$ cat src/rtl/cwma_pkg.sv
`default_nettype none
// ----------------------------------------------------------------------------
// Centered weighted moving average: shared package
// Field widths, queue size and the state types of the front and back parts.
// ----------------------------------------------------------------------------
package cwma_pkg;

  localparam int COUNT_W     = 20;
  localparam int MEAN_W      = 16;
  localparam int PROD_W      = COUNT_W + MEAN_W;
  localparam int QUOT_W      = 16;
  localparam int QUEUE_DEPTH = 4;

  typedef enum logic [1:0] {
    F_IDLE,
    F_SHIFT,
    F_WALK
  } front_state_t;

  typedef enum logic [1:0] {
    B_IDLE,
    B_DIV,
    B_DONE
  } back_state_t;

endpackage

`default_nettype wire

$ cat src/rtl/cwma_queue.sv
`default_nettype none
// ----------------------------------------------------------------------------
// Centered weighted moving average: job queue
// Small first-in first-out buffer between the window front and the divider.
// ----------------------------------------------------------------------------
module cwma_queue #(
  parameter int W = 8
) (
  input  wire logic         clk,
  input  wire logic         rst,
  input  wire logic         push_valid,
  output logic              push_ready,
  input  wire logic [W-1:0] push_data,
  output logic              pop_valid,
  input  wire logic         pop_ready,
  output logic [W-1:0]      pop_data
);
  import cwma_pkg::*;

  localparam int AW = $clog2(QUEUE_DEPTH);
  localparam int CW = $clog2(QUEUE_DEPTH + 1);

  logic [W-1:0]  slots [QUEUE_DEPTH];
  logic [AW-1:0] wr_ptr;
  logic [AW-1:0] rd_ptr;
  logic [CW-1:0] fill;
  logic          do_push;
  logic          do_pop;

  assign push_ready = (fill != CW'(QUEUE_DEPTH));
  assign pop_valid  = (fill != '0);
  assign pop_data   = slots[rd_ptr];
  assign do_push    = push_valid && push_ready;
  assign do_pop     = pop_valid && pop_ready;

  always_ff @(posedge clk) begin
    if (do_push) begin
      slots[wr_ptr] <= push_data;
    end
  end

  always_ff @(posedge clk) begin
    if (rst) begin
      wr_ptr <= '0;
      rd_ptr <= '0;
      fill   <= '0;
    end else begin
      if (do_push) begin
        wr_ptr <= wr_ptr + 1'b1;
      end
      if (do_pop) begin
        rd_ptr <= rd_ptr + 1'b1;
      end
      if (do_push && !do_pop) begin
        fill <= fill + 1'b1;
      end else if (do_pop && !do_push) begin
        fill <= fill - 1'b1;
      end
    end
  end

endmodule

`default_nettype wire

$ cat src/rtl/cwma_front.sv
`default_nettype none
// ----------------------------------------------------------------------------
// Centered weighted moving average: window front
// Holds the recent days, keeps running window totals and issues one
// division job per result, walking the partial sums for the flush results.
// ----------------------------------------------------------------------------
module cwma_front #(
  parameter int WINDOW = 7
) (
  input  wire logic                         clk,
  input  wire logic                         rst,
  input  wire logic                         in_valid,
  output logic                              in_ready,
  input  wire logic [cwma_pkg::COUNT_W-1:0] in_count,
  input  wire logic [cwma_pkg::MEAN_W-1:0]  in_mean,
  input  wire logic                         in_last,
  output logic                              job_valid,
  input  wire logic                         job_ready,
  output logic [cwma_pkg::COUNT_W+$clog2(2*((WINDOW-1)/2)+1)-1:0] job_csum,
  output logic [cwma_pkg::PROD_W+$clog2(2*((WINDOW-1)/2)+1)-1:0]  job_psum,
  output logic                              job_last
);
  import cwma_pkg::*;

  localparam int HALF   = (WINDOW - 1) / 2;
  localparam int SPAN   = 2 * HALF + 1;
  localparam int CSUM_W = COUNT_W + $clog2(SPAN);
  localparam int PSUM_W = PROD_W + $clog2(SPAN);
  localparam int IW     = (SPAN > 1) ? $clog2(SPAN) : 1;
  localparam int DS_W   = $clog2(SPAN + 1);

  front_state_t state;
  front_state_t state_next;

  logic [COUNT_W-1:0] counts [SPAN];
  logic [PROD_W-1:0]  prods  [SPAN];
  logic [CSUM_W-1:0]  tot_c;
  logic [PSUM_W-1:0]  tot_p;
  logic [CSUM_W-1:0]  run_c;
  logic [PSUM_W-1:0]  run_p;
  logic [DS_W-1:0]    days_seen;
  logic [IW-1:0]      hi;
  logic [IW-1:0]      k_cur;
  logic               reg_pend;
  logic               flush_pend;
  logic [COUNT_W-1:0] cnt_in;
  logic [MEAN_W-1:0]  mean_in;
  logic               last_in;

  logic [PROD_W-1:0]  prod_new;
  logic [CSUM_W-1:0]  tot_c_next;
  logic [PSUM_W-1:0]  tot_p_next;
  logic [DS_W-1:0]    days_seen_next;
  logic [IW-1:0]      k_init;
  logic [IW:0]        target;
  logic               sub_step;
  logic               done;

  always_comb begin
    prod_new   = PROD_W'(cnt_in) * PROD_W'(mean_in);
    tot_c_next = tot_c + CSUM_W'(cnt_in) - CSUM_W'(counts[SPAN-1]);
    tot_p_next = tot_p + PSUM_W'(prod_new) - PSUM_W'(prods[SPAN-1]);
    if (days_seen == DS_W'(SPAN)) begin
      days_seen_next = days_seen;
    end else begin
      days_seen_next = days_seen + 1'b1;
    end
    if (HALF == 0) begin
      k_init = '0;
    end else if (days_seen_next > DS_W'(HALF)) begin
      k_init = IW'(HALF - 1);
    end else begin
      k_init = IW'(days_seen_next - 1'b1);
    end
    target = {1'b0, k_cur} + (IW + 1)'(HALF);
  end

  always_comb begin
    state_next = state;
    in_ready   = 1'b0;
    job_valid  = 1'b0;
    job_last   = 1'b0;
    sub_step   = 1'b0;
    done       = 1'b0;
    unique case (state)
      F_IDLE: begin
        in_ready = 1'b1;
        if (in_valid) begin
          state_next = F_SHIFT;
        end
      end
      F_SHIFT: begin
        state_next = F_WALK;
      end
      F_WALK: begin
        if (reg_pend) begin
          job_valid = 1'b1;
          job_last  = last_in && (HALF == 0);
        end else if (flush_pend) begin
          if ({1'b0, hi} > target) begin
            sub_step = 1'b1;
          end else begin
            job_valid = 1'b1;
            job_last  = (k_cur == '0);
          end
        end else begin
          done       = 1'b1;
          state_next = F_IDLE;
        end
      end
      default: begin
        state_next = F_IDLE;
      end
    endcase
  end

  assign job_csum = run_c;
  assign job_psum = run_p;

  always_ff @(posedge clk) begin
    if (rst) begin
      state <= F_IDLE;
    end else begin
      state <= state_next;
    end
  end

  always_ff @(posedge clk) begin
    if (in_valid && in_ready) begin
      cnt_in  <= in_count;
      mean_in <= in_mean;
      last_in <= in_last;
    end
  end

  always_ff @(posedge clk) begin
    if (rst || (done && last_in)) begin
      for (int j = 0; j < SPAN; j++) begin
        counts[j] <= '0;
        prods[j]  <= '0;
      end
      tot_c     <= '0;
      tot_p     <= '0;
      days_seen <= '0;
    end else if (state == F_SHIFT) begin
      counts[0] <= cnt_in;
      prods[0]  <= prod_new;
      for (int j = 1; j < SPAN; j++) begin
        counts[j] <= counts[j-1];
        prods[j]  <= prods[j-1];
      end
      tot_c     <= tot_c_next;
      tot_p     <= tot_p_next;
      days_seen <= days_seen_next;
    end
  end

  always_ff @(posedge clk) begin
    if (rst) begin
      reg_pend   <= 1'b0;
      flush_pend <= 1'b0;
      hi         <= '0;
      k_cur      <= '0;
      run_c      <= '0;
      run_p      <= '0;
    end else if (state == F_SHIFT) begin
      reg_pend   <= (days_seen_next > DS_W'(HALF));
      flush_pend <= last_in && (HALF > 0);
      hi         <= IW'(SPAN - 1);
      k_cur      <= k_init;
      run_c      <= tot_c_next;
      run_p      <= tot_p_next;
    end else begin
      if (sub_step) begin
        run_c <= run_c - CSUM_W'(counts[hi]);
        run_p <= run_p - PSUM_W'(prods[hi]);
        hi    <= hi - 1'b1;
      end
      if (job_valid && job_ready) begin
        if (reg_pend) begin
          reg_pend <= 1'b0;
        end else if (k_cur == '0) begin
          flush_pend <= 1'b0;
        end else begin
          k_cur <= k_cur - 1'b1;
        end
      end
    end
  end

  a_days_bound: assert property (@(posedge clk) disable iff (rst)
    days_seen <= DS_W'(SPAN))
    else $error("day count above window span");

  a_walk_order: assert property (@(posedge clk) disable iff (rst)
    (state == F_WALK && !reg_pend && flush_pend) |-> ({1'b0, hi} >= target))
    else $error("partial sum walked below its target");

  a_accept_shift: assert property (@(posedge clk) disable iff (rst)
    (in_valid && in_ready) |=> (state == F_SHIFT))
    else $error("accepted word not shifted in");

endmodule

`default_nettype wire

$ cat src/rtl/cwma_back.sv
`default_nettype none
// ----------------------------------------------------------------------------
// Centered weighted moving average: divider back end
// Restoring division of the product sum by the count sum, one quotient bit
// per cycle, into a registered output word.
// ----------------------------------------------------------------------------
module cwma_back #(
  parameter int WINDOW = 7
) (
  input  wire logic                         clk,
  input  wire logic                         rst,
  input  wire logic                         job_valid,
  output logic                              job_ready,
  input  wire logic [cwma_pkg::COUNT_W+$clog2(2*((WINDOW-1)/2)+1)-1:0] job_csum,
  input  wire logic [cwma_pkg::PROD_W+$clog2(2*((WINDOW-1)/2)+1)-1:0]  job_psum,
  input  wire logic                         job_last,
  output logic                              out_valid,
  input  wire logic                         out_ready,
  output logic [cwma_pkg::QUOT_W-1:0]       out_value,
  output logic                              out_no_data,
  output logic                              out_last
);
  import cwma_pkg::*;

  localparam int HALF   = (WINDOW - 1) / 2;
  localparam int SPAN   = 2 * HALF + 1;
  localparam int CSUM_W = COUNT_W + $clog2(SPAN);
  localparam int PSUM_W = PROD_W + $clog2(SPAN);
  localparam int SW     = $clog2(QUOT_W);

  back_state_t state;
  back_state_t state_next;

  logic [CSUM_W-1:0] divisor;
  logic [CSUM_W-1:0] rem;
  logic [QUOT_W-1:0] quot;
  logic [SW-1:0]     step;
  logic              zero;
  logic              last_q;

  logic [CSUM_W:0]   trial;
  logic              fits;
  logic              take;
  logic              load_out;

  always_comb begin
    trial = {rem, quot[QUOT_W-1]};
    fits  = (trial >= {1'b0, divisor});
  end

  always_comb begin
    state_next = state;
    job_ready  = 1'b0;
    load_out   = 1'b0;
    unique case (state)
      B_IDLE: begin
        job_ready = 1'b1;
        if (job_valid) begin
          state_next = (job_csum == '0) ? B_DONE : B_DIV;
        end
      end
      B_DIV: begin
        if (step == SW'(QUOT_W - 1)) begin
          state_next = B_DONE;
        end
      end
      B_DONE: begin
        if (!out_valid || out_ready) begin
          load_out   = 1'b1;
          state_next = B_IDLE;
        end
      end
      default: begin
        state_next = B_IDLE;
      end
    endcase
  end

  assign take = job_valid && job_ready;

  always_ff @(posedge clk) begin
    if (rst) begin
      state <= B_IDLE;
    end else begin
      state <= state_next;
    end
  end

  always_ff @(posedge clk) begin
    if (take) begin
      divisor <= job_csum;
      rem     <= job_psum[PSUM_W-1:QUOT_W];
      quot    <= job_psum[QUOT_W-1:0];
      zero    <= (job_csum == '0);
      last_q  <= job_last;
      step    <= '0;
    end else if (state == B_DIV) begin
      rem  <= fits ? CSUM_W'(trial - {1'b0, divisor}) : CSUM_W'(trial);
      quot <= {quot[QUOT_W-2:0], fits};
      step <= step + 1'b1;
    end
  end

  always_ff @(posedge clk) begin
    if (rst) begin
      out_valid <= 1'b0;
    end else if (load_out) begin
      out_valid <= 1'b1;
    end else if (out_ready) begin
      out_valid <= 1'b0;
    end
  end

  always_ff @(posedge clk) begin
    if (load_out) begin
      out_value   <= zero ? '0 : quot;
      out_no_data <= zero;
      out_last    <= last_q;
    end
  end

  a_nodata_zero: assert property (@(posedge clk) disable iff (rst)
    (out_valid && out_no_data) |-> (out_value == '0))
    else $error("empty window gave a nonzero value");

  a_div_nonzero: assert property (@(posedge clk) disable iff (rst)
    (state == B_DIV) |-> (divisor != '0))
    else $error("division started with a zero count sum");

endmodule

`default_nettype wire

$ cat src/rtl/centered_weighted_moving_average.sv
`default_nettype none
// ----------------------------------------------------------------------------
// Centered weighted moving average
// Count-weighted mean of daily Q8.8 values over a centered odd window.
// ----------------------------------------------------------------------------
// Input channel s_axis: one word per day, tlast on the final day of a series.
// Output channel m_axis: one word per day, a Q8.8 mean rounded down, tuser set
// when the window holds no count, tlast on the result of the final day.
// The result for a day leaves once the day half a window later is in; the
// final day also flushes the remaining results, up to (WINDOW-1)/2 words.
// An input word is accepted, shifted into the window and then walked: one
// division job for each result it causes, one step per older day dropped
// from the partial sum on the final day, and a closing step. Each result
// then passes through the bit-serial divider (16 quotient bits), which an
// empty window skips; the divider takes no new job until its result is
// loaded into the output word, so it sets the sustained throughput.
// A four-entry job queue separates window and divider, and a registered
// output word lets the divider start the next job while the receiver stalls;
// a stall longer than the queue holds back the input side.
// Reset empties the window and the queue; after the final day the window
// returns to its reset contents and the next word starts a new series.
// ----------------------------------------------------------------------------
module centered_weighted_moving_average #(
  parameter int WINDOW = 7
) (
  input  wire logic        clk,
  input  wire logic        rst,
  input  wire logic        s_axis_tvalid,
  output logic             s_axis_tready,
  input  wire logic [39:0] s_axis_tdata,  // daily_count[19:0], mean_secondary[35:20]
  input  wire logic        s_axis_tlast,  // last_day
  output logic             m_axis_tvalid,
  input  wire logic        m_axis_tready,
  output logic [15:0]      m_axis_tdata,  // smoothed_value[15:0]
  output logic [0:0]       m_axis_tuser,  // no_data[0]
  output logic             m_axis_tlast   // last_out
);
  import cwma_pkg::*;

  localparam int HALF   = (WINDOW - 1) / 2;
  localparam int SPAN   = 2 * HALF + 1;
  localparam int CSUM_W = COUNT_W + $clog2(SPAN);
  localparam int PSUM_W = PROD_W + $clog2(SPAN);
  localparam int JOB_W  = CSUM_W + PSUM_W + 1;

  logic              fj_valid;
  logic              fj_ready;
  logic [CSUM_W-1:0] fj_csum;
  logic [PSUM_W-1:0] fj_psum;
  logic              fj_last;
  logic              bj_valid;
  logic              bj_ready;
  logic [JOB_W-1:0]  bj_data;
  logic              nd;

  cwma_front #(
    .WINDOW(WINDOW)
  ) u_front (
    .clk       (clk),
    .rst       (rst),
    .in_valid  (s_axis_tvalid),
    .in_ready  (s_axis_tready),
    .in_count  (s_axis_tdata[COUNT_W-1:0]),
    .in_mean   (s_axis_tdata[COUNT_W+MEAN_W-1:COUNT_W]),
    .in_last   (s_axis_tlast),
    .job_valid (fj_valid),
    .job_ready (fj_ready),
    .job_csum  (fj_csum),
    .job_psum  (fj_psum),
    .job_last  (fj_last)
  );

  cwma_queue #(
    .W(JOB_W)
  ) u_queue (
    .clk        (clk),
    .rst        (rst),
    .push_valid (fj_valid),
    .push_ready (fj_ready),
    .push_data  ({fj_last, fj_psum, fj_csum}),
    .pop_valid  (bj_valid),
    .pop_ready  (bj_ready),
    .pop_data   (bj_data)
  );

  cwma_back #(
    .WINDOW(WINDOW)
  ) u_back (
    .clk         (clk),
    .rst         (rst),
    .job_valid   (bj_valid),
    .job_ready   (bj_ready),
    .job_csum    (bj_data[CSUM_W-1:0]),
    .job_psum    (bj_data[CSUM_W+PSUM_W-1:CSUM_W]),
    .job_last    (bj_data[JOB_W-1]),
    .out_valid   (m_axis_tvalid),
    .out_ready   (m_axis_tready),
    .out_value   (m_axis_tdata),
    .out_no_data (nd),
    .out_last    (m_axis_tlast)
  );

  assign m_axis_tuser = nd;

endmodule

`default_nettype wire

$ cat config.mk
export PLATFORM = sky130hd
export DESIGN_NAME = centered_weighted_moving_average
export DESIGN_NICKNAME = d
export VERILOG_FILES = /design/src/rtl/cwma_pkg.sv /design/src/rtl/cwma_queue.sv /design/src/rtl/cwma_front.sv /design/src/rtl/cwma_back.sv /design/src/rtl/centered_weighted_moving_average.sv
export SDC_FILE = /design/constraint.sdc
export NUM_CORES = 2
export LEC_CHECK = 0
export BUFFER_PORTS_ARGS = -buffer_cell sky130_fd_sc_hd__buf_2
export CORE_AREA = 2 2 350 266
export DETAILED_ROUTE_END_ITERATION = 10
export DIE_AREA = 0 0 352 268
export PLACE_DENSITY = 0.8
export SLEW_MARGIN = 20
export SYNTH_ARGS = -nofsm -noshare
export SYNTH_HDL_FRONTEND = slang
export SYNTH_SLANG_ARGS = --single-unit
$ cat constraint.sdc
create_clock -name clk -period 17.36 [get_ports clk]
set_clock_uncertainty 0.05 [all_clocks]
set_input_delay 1.736 -clock clk [delete_from_list [all_inputs] [get_ports clk]]
set_output_delay 1.736 -clock clk [all_outputs]
set_load 0.05 [all_outputs]
## Word level (Yosys, flattened, before mapping)

Memory sizes are Yosys's and may differ from the RTL's. A register that Yosys moved wholly into a read port is not among the register bits.
Cells that the tools add are included.

- Order comparisons: 3
- $mul: 1
- Mux-type cells: 78
- $add $sub $neg: 17
- Reductions and logical operators: 27
- Equality and inequality tests: 15
- Bitwise operators: 14

Operator list:

| kind | count |
|---|---|
| 36-bit two-way mux | 7 |
| 20-bit two-way mux | 7 |
| 23-bit two-way mux | 5 |
| 39-bit two-way mux | 2 |
| 39-bit by 36-bit subtractor with 39-bit output | 2 |
| 23-bit by 20-bit subtractor with 23-bit output | 2 |
| 39-bit by 36-bit adder with 39-bit output | 1 |
| 20-bit by 16-bit multiplier with 36-bit output | 1 |
| 1-bit two-way mux | 34 |
| 16-bit two-way mux | 2 |
| 3-bit two-way mux | 10 |
| 24-bit by 23-bit greater-or-equal comparator with 1-bit output | 1 |
| 23-bit by 20-bit adder with 23-bit output | 1 |
| 23-bit logical NOT | 1 |
| 23-bit subtractor | 1 |
| 2-bit two-way mux | 9 |
| 1-bit OR | 14 |
| 2-bit one-hot mux with 3 select lines | 2 |
| 3-bit AND reduction | 4 |
| 2-bit nonzero test | 6 |
| 3-bit by 1-bit subtractor with 3-bit output, second input constant | 4 |
| 2-bit by 1-bit inequality test with 1-bit output, second input constant | 4 |
| 2-bit inequality test, second input constant | 4 |
| 3-bit by 1-bit adder with 3-bit output, second input constant | 2 |
| other kinds (17) | 29 |

- Memories kept: 3
- Memory bits (writable): 644
- Flip-flop bits (word level): 270
- Bits of input ports: 45
- Word-level logic and storage cells: 186
- Output and inout port bits: 20

Memory list:

| memory | words | width | rd ports | clocked after Yosys merged registers in | wr ports | line | RTL |
|---|---|---|---|---|---|---|---|
| u_front.prods | 7 | 36 | 8 | 0 | 7 | cwma_front.sv:36 | `logic [PROD_W-1:0] prods [SPAN];` |
| u_queue.slots | 4 | 63 | 1 | 1 | 1 | cwma_queue.sv:23 | `logic [W-1:0] slots [QUEUE_DEPTH];` |
| u_front.counts | 7 | 20 | 8 | 0 | 7 | cwma_front.sv:35 | `logic [COUNT_W-1:0] counts [SPAN];` |

## Logic depth before layout (Yosys ltp)

- Word-level depth: 11
- Depth in mapped cells: 35

## Hierarchy

Synthesis repeated with hierarchy kept, for this count alone.

- Cell total of the unflattened synthesis: 4,898
- Area total of the unflattened synthesis: 56,105.1 sq um

By module, submodules not included:

| module | area each (sq um) | sequential area each (sq um) | times used | cells each |
|---|---|---|---|---|
| cwma_front | 41,531.1 | 15,625.0 | 1 | 4,040 |
| cwma_queue | 9,628.0 | 7,747.4 | 1 | 377 |
| cwma_back | 4,946.0 | 2,602.5 | 1 | 481 |

## Worst setup path before layout

No wires, ideal clock.

- Path type: input to register
- Start point: in rst
- End point: mem u_front.counts[0][0], enable pin
- Cell stages on the path: 6
- Data required time: 16.400 ns
- Data arrival time: 13.248 ns
- Setup time: 0.910 ns
- Slack: 3.152 ns
- Path buffers: 3
- Path through: clkbuf_1 > nor2_1 > and2_1 > clkbuf_1 > inv_1 > clkbuf_1

RTL lines:

| what | line | RTL |
|---|---|---|
| from (decl) | centered_weighted_moving_average.sv:27 | `input wire logic rst,` |
| to (decl) | cwma_front.sv:35 |  |

## Final worst setup path

- Start point: reg u_front.mean_in[7]
- End point: reg u_front.run_p[38] (netlist: u_front.job_psum[38])

- Word-level cells in the longest chain between the ends: 4

RTL lines:

| what | line | RTL |
|---|---|---|
| from (decl) | cwma_front.sv:47 | `logic [MEAN_W-1:0] mean_in;` |
| from (signal assigned) | cwma_front.sv:131 | `mean_in <= in_mean;` |
| 20-bit by 16-bit multiplier with 36-bit output | cwma_front.sv:60 | `prod_new = PROD_W'(cnt_in) * PROD_W'(mean_in);` |
| via u_front.prod_new[32] | cwma_front.sv:50 | `logic [PROD_W-1:0] prod_new;` |
| 39-bit by 36-bit adder with 39-bit output | cwma_front.sv:62 | `tot_p_next = tot_p + PSUM_W'(prod_new) - PSUM_W'(prods[SPAN-1]);` |
| 39-bit by 36-bit subtractor with 39-bit output | cwma_front.sv:62 |  |
| 39-bit two-way mux | cwma_front.sv:166 | `end else if (state == F_SHIFT) begin` |
| to (signal assigned) | cwma_front.sv:172 | `run_p <= tot_p_next;` |
| to (signal assigned) | cwma_front.sv:176 | `run_p <= run_p - PSUM_W'(prods[hi]);` |
| to (decl) | cwma_front.sv:40 | `logic [PSUM_W-1:0] run_p;` |

The timed path passes the listed nets, and every way through them passes these cells.
A chain may end at the register's enable or synchronous reset.

==> reports/summary.md <==
### STA
- endpoints failing hold: 0
- maximum clock frequency: 99.15 MHz
- pin slew with the least headroom to its limit: 1142 ps
- Worst slew margin: 0.2388
- period utilization: 0.5810
- final worst-path setup slack: 7274 ps
- Slew Viols, Final: 0
- final sum of negative setup slack: 0 ps
- count of final setup violators: 0
- Period minus WS final: 10,090 ps
- unrepaired setup endpoints after global routing: no

### GRT
- global-route wire length before repair: 213,000 um
- total global-route track usage: 0.2913
- vias in the first global route: 37,310
- largest net degree at the start of global routing: 171
- residual overflow from global routing: 0
- antenna violations before repair: 3

### Clocking
- hold buffer count at CTS: 0
- clk sink count: 916
- CTS H-tree depth: 3
- cts bufs inserted: 90
- CTS clock-pin slew for the worst setup and hold paths: 80 ps
- number of buffers between clock root and the deepest sink: 3
- Post-CTS Resized: 0
- latest clock arrival within the worst-skew pair: 680 ps
- CTS tree: yes
- post-CTS setup buffers: 0
- root cell of the clock tree: sky130_fd_sc_hd__clkbuf_16

### Setup path
- capturing element type of the critical path: flop
- type of the worst setup path: flop to flop
- worst path arrival time: 10,650 ps
- worst reg2reg path startpoint: u_front.mean_in[7]
- Worst Path Required: 17,930 ps
- dominant delay contributor by cell family on the critical path: adder cells
- CP Launch Point: u_front.mean_in[7]
- slowest library cell on the worst path: sky130_fd_sc_hd__edfxtp_1
- largest fanout on the critical path: 20
- launching element type of the critical path: flop
- cell repeated most along the worst path: sky130_fd_sc_hd__fa_1
- CP max stage delay: 1050 ps
- Buf/Inv on CP: 6

### Detailed routing
- vias per inst: 6.226
- antenna violation net count after detailed routing: 0
- Final Routed Wirelength: 136,500 um
- initial drt markers: 4,597
- total DRC errors in the routed layout: 0
- Detailed Routing Iterations Pass 1: 6
- number of vias in the routed layout: 37,850
- Avg WL per Cell: 22.45 um

### Synth
- #FFs+latches synth: 916
- Synth Area per Inst: 11.54 um2
- sequential cell area fraction in the yosys report: 0.4643
- commonest cells in the netlist: sky130_fd_sc_hd__edfxtp_1 (763), sky130_fd_sc_hd__nand2_1 (481), sky130_fd_sc_hd__inv_1 (479)
- YS warnings: 0
- post-synthesis net count: 5,464
- post-synth design cell area: 0.05594 mm2
- Yosys top cell by area: sky130_fd_sc_hd__edfxtp_1
- count of flip-flops with a built-in enable after synthesis: 763
- dominant synthesized flop cell: sky130_fd_sc_hd__edfxtp_1
- share of synthesized registers carrying an async set or reset: 0
- share of the synthesized area in the top cell type: 0.4096
- leading cell type by number of instances after synthesis: sky130_fd_sc_hd__edfxtp_1
- post-synth cell types: 84
- number of standard cells after synthesis: 4,847
- top cells by area, synth: sky130_fd_sc_hd__edfxtp_1 (41%), sky130_fd_sc_hd__fa_1 (11%), sky130_fd_sc_hd__ha_1 (5.9%), sky130_fd_sc_hd__dfxtp_1 (5.5%), sky130_fd_sc_hd__mux4_2 (4.8%)

### Final layout
- area taken by multi-input logic gates: 0.02723 mm2
- number of diodes: 0
- proportion of layout cells with a drive suffix above 1: 0.08447
- synthesis-to-finish area growth: 7.475%
- fill cell instance count of the final layout: 6,519
- fin nets: 5,394
- area taken by flip-flops and latches: 0.02599 mm2

### Worst hold path
- hold path startpoint: u_back.last_q
- class of the tightest hold or removal check: flop to flop

### Placed design
- final estimated routing congestion in global placement: 0.9223
- worst setup slack before clock tree synthesis: 7574 ps
- detailed placement HPWL: 91,430 um
- count of input and output buffers: 60

### Status
- status: finished, final reports clean

### Floorplan
- die width: 352 um
- Placement Rows: 96
- IO Pins: 65
- effective utilization at floorplan: 0.6169
- chip height: 268 um
- floorplan core area: 0.09069 mm2
- area of the die: 0.09434 mm2

### Flow run
- max-cap viol count: 0

-- cells in the final DEF, fill, tap and decap left out, types with 23 or more instances in the layout --
cell,netlist,final
sky130_fd_sc_hd__buf_2,9,60
sky130_fd_sc_hd__inv_1,479,476
sky130_fd_sc_hd__a22o_1,29,29
sky130_fd_sc_hd__o21ai_0,178,178
sky130_fd_sc_hd__xnor2_1,94,94
sky130_fd_sc_hd__a21o_1,105,105
sky130_fd_sc_hd__xor2_1,60,60
sky130_fd_sc_hd__fa_1,310,310
sky130_fd_sc_hd__nor2_1,198,196
sky130_fd_sc_hd__ha_1,262,262
sky130_fd_sc_hd__mux2i_1,145,145
sky130_fd_sc_hd__nand3_1,42,41
sky130_fd_sc_hd__a21oi_1,189,189
sky130_fd_sc_hd__mux4_2,119,119
sky130_fd_sc_hd__nor3_1,38,38
sky130_fd_sc_hd__clkbuf_16,0,92
sky130_fd_sc_hd__and2_1,238,233
sky130_fd_sc_hd__and3_1,314,313
sky130_fd_sc_hd__nand2b_1,25,24
sky130_fd_sc_hd__nor2b_1,44,43
sky130_fd_sc_hd__buf_4,2,35
sky130_fd_sc_hd__edfxtp_1,763,763
sky130_fd_sc_hd__dfxtp_1,153,149
sky130_fd_sc_hd__nand2_1,481,480
sky130_fd_sc_hd__o211ai_1,27,27
sky130_fd_sc_hd__a31oi_1,24,23
-- per-stage QoR --
step                      instance area, um2  instances  hold WS, ps  utilization
after global placement                 57160       5910        363.5       0.6303
after global routing                   60130       6079        384.1       0.6630
final                                  60130       6079        376.9       0.6630
after detailed placement               57160       5910        368.5       0.6303
after CTS                              60120       6079        383.2       0.6629
after floorplan                        55940       4847        350.3            -
-- layer usage --
layer,global-route usage,routed length (um),up-vias
met5,0,13,-
met4,0.09778,4666,2
met3,0.07613,14880,244
met1,0.4150,57010,18820
li1,-,-,16940
met2,0.4389,59920,1838
-- sequential cells by signal (all words and copies together) (netlist names), 3 cells and up, named ones only --
name	cells
u_back.divisor	23
u_back.out_value	16
u_back.quot	16
u_back.rem	23
u_back.step	4
u_front.cnt_in	20
u_front.counts	140
u_front.days_seen	3
u_front.hi	3
u_front.job_csum	23
u_front.job_psum	39
u_front.k_cur	3
u_front.mean_in	16
u_front.prods	252
u_front.tot_c	23
u_front.tot_p	39
u_queue.fill	3
u_queue.slots	252
-- final cells by class --
class / count / share of cell area
clock inverter: 61 / 0.009677
multi-input combinational: 3191 / 0.4529
sequential: 916 / 0.4322
timing repair buffer: 98 / 0.01007
tap: 1225 / 0.02549
clock buffer: 108 / 0.03946
inverter: 480 / 0.03020
-- logic make-up (layout without fill, tap and decap cells) --
kind of cell	after synthesis	in the layout	share of synthesized area
and+or+nand+nor	1460	1460	0.1320
DFF	916	916	0.4643
buffers and inverters	740	747	0.04999
AOI/OAI and AO/OA	736	736	0.08517
adders and majority gates	572	572	0.1695
muxes	269	269	0.07486
xor gates and xnor gates	154	154	0.02411
-- final timing paths --
check	end	slack (ps)	cells after the start
worst max-delay path	u_front.job_psum[38]	7270	32
worst min-delay path	u_back.out_last	380	0
worst max register to register	u_front.job_psum[38]	7270	32
worst min register to register	u_back.out_last	380	0
Power is left out: the tool's default activity adds up to more than one toggle a clock period on the data nets, which glitch-free logic cannot reach.
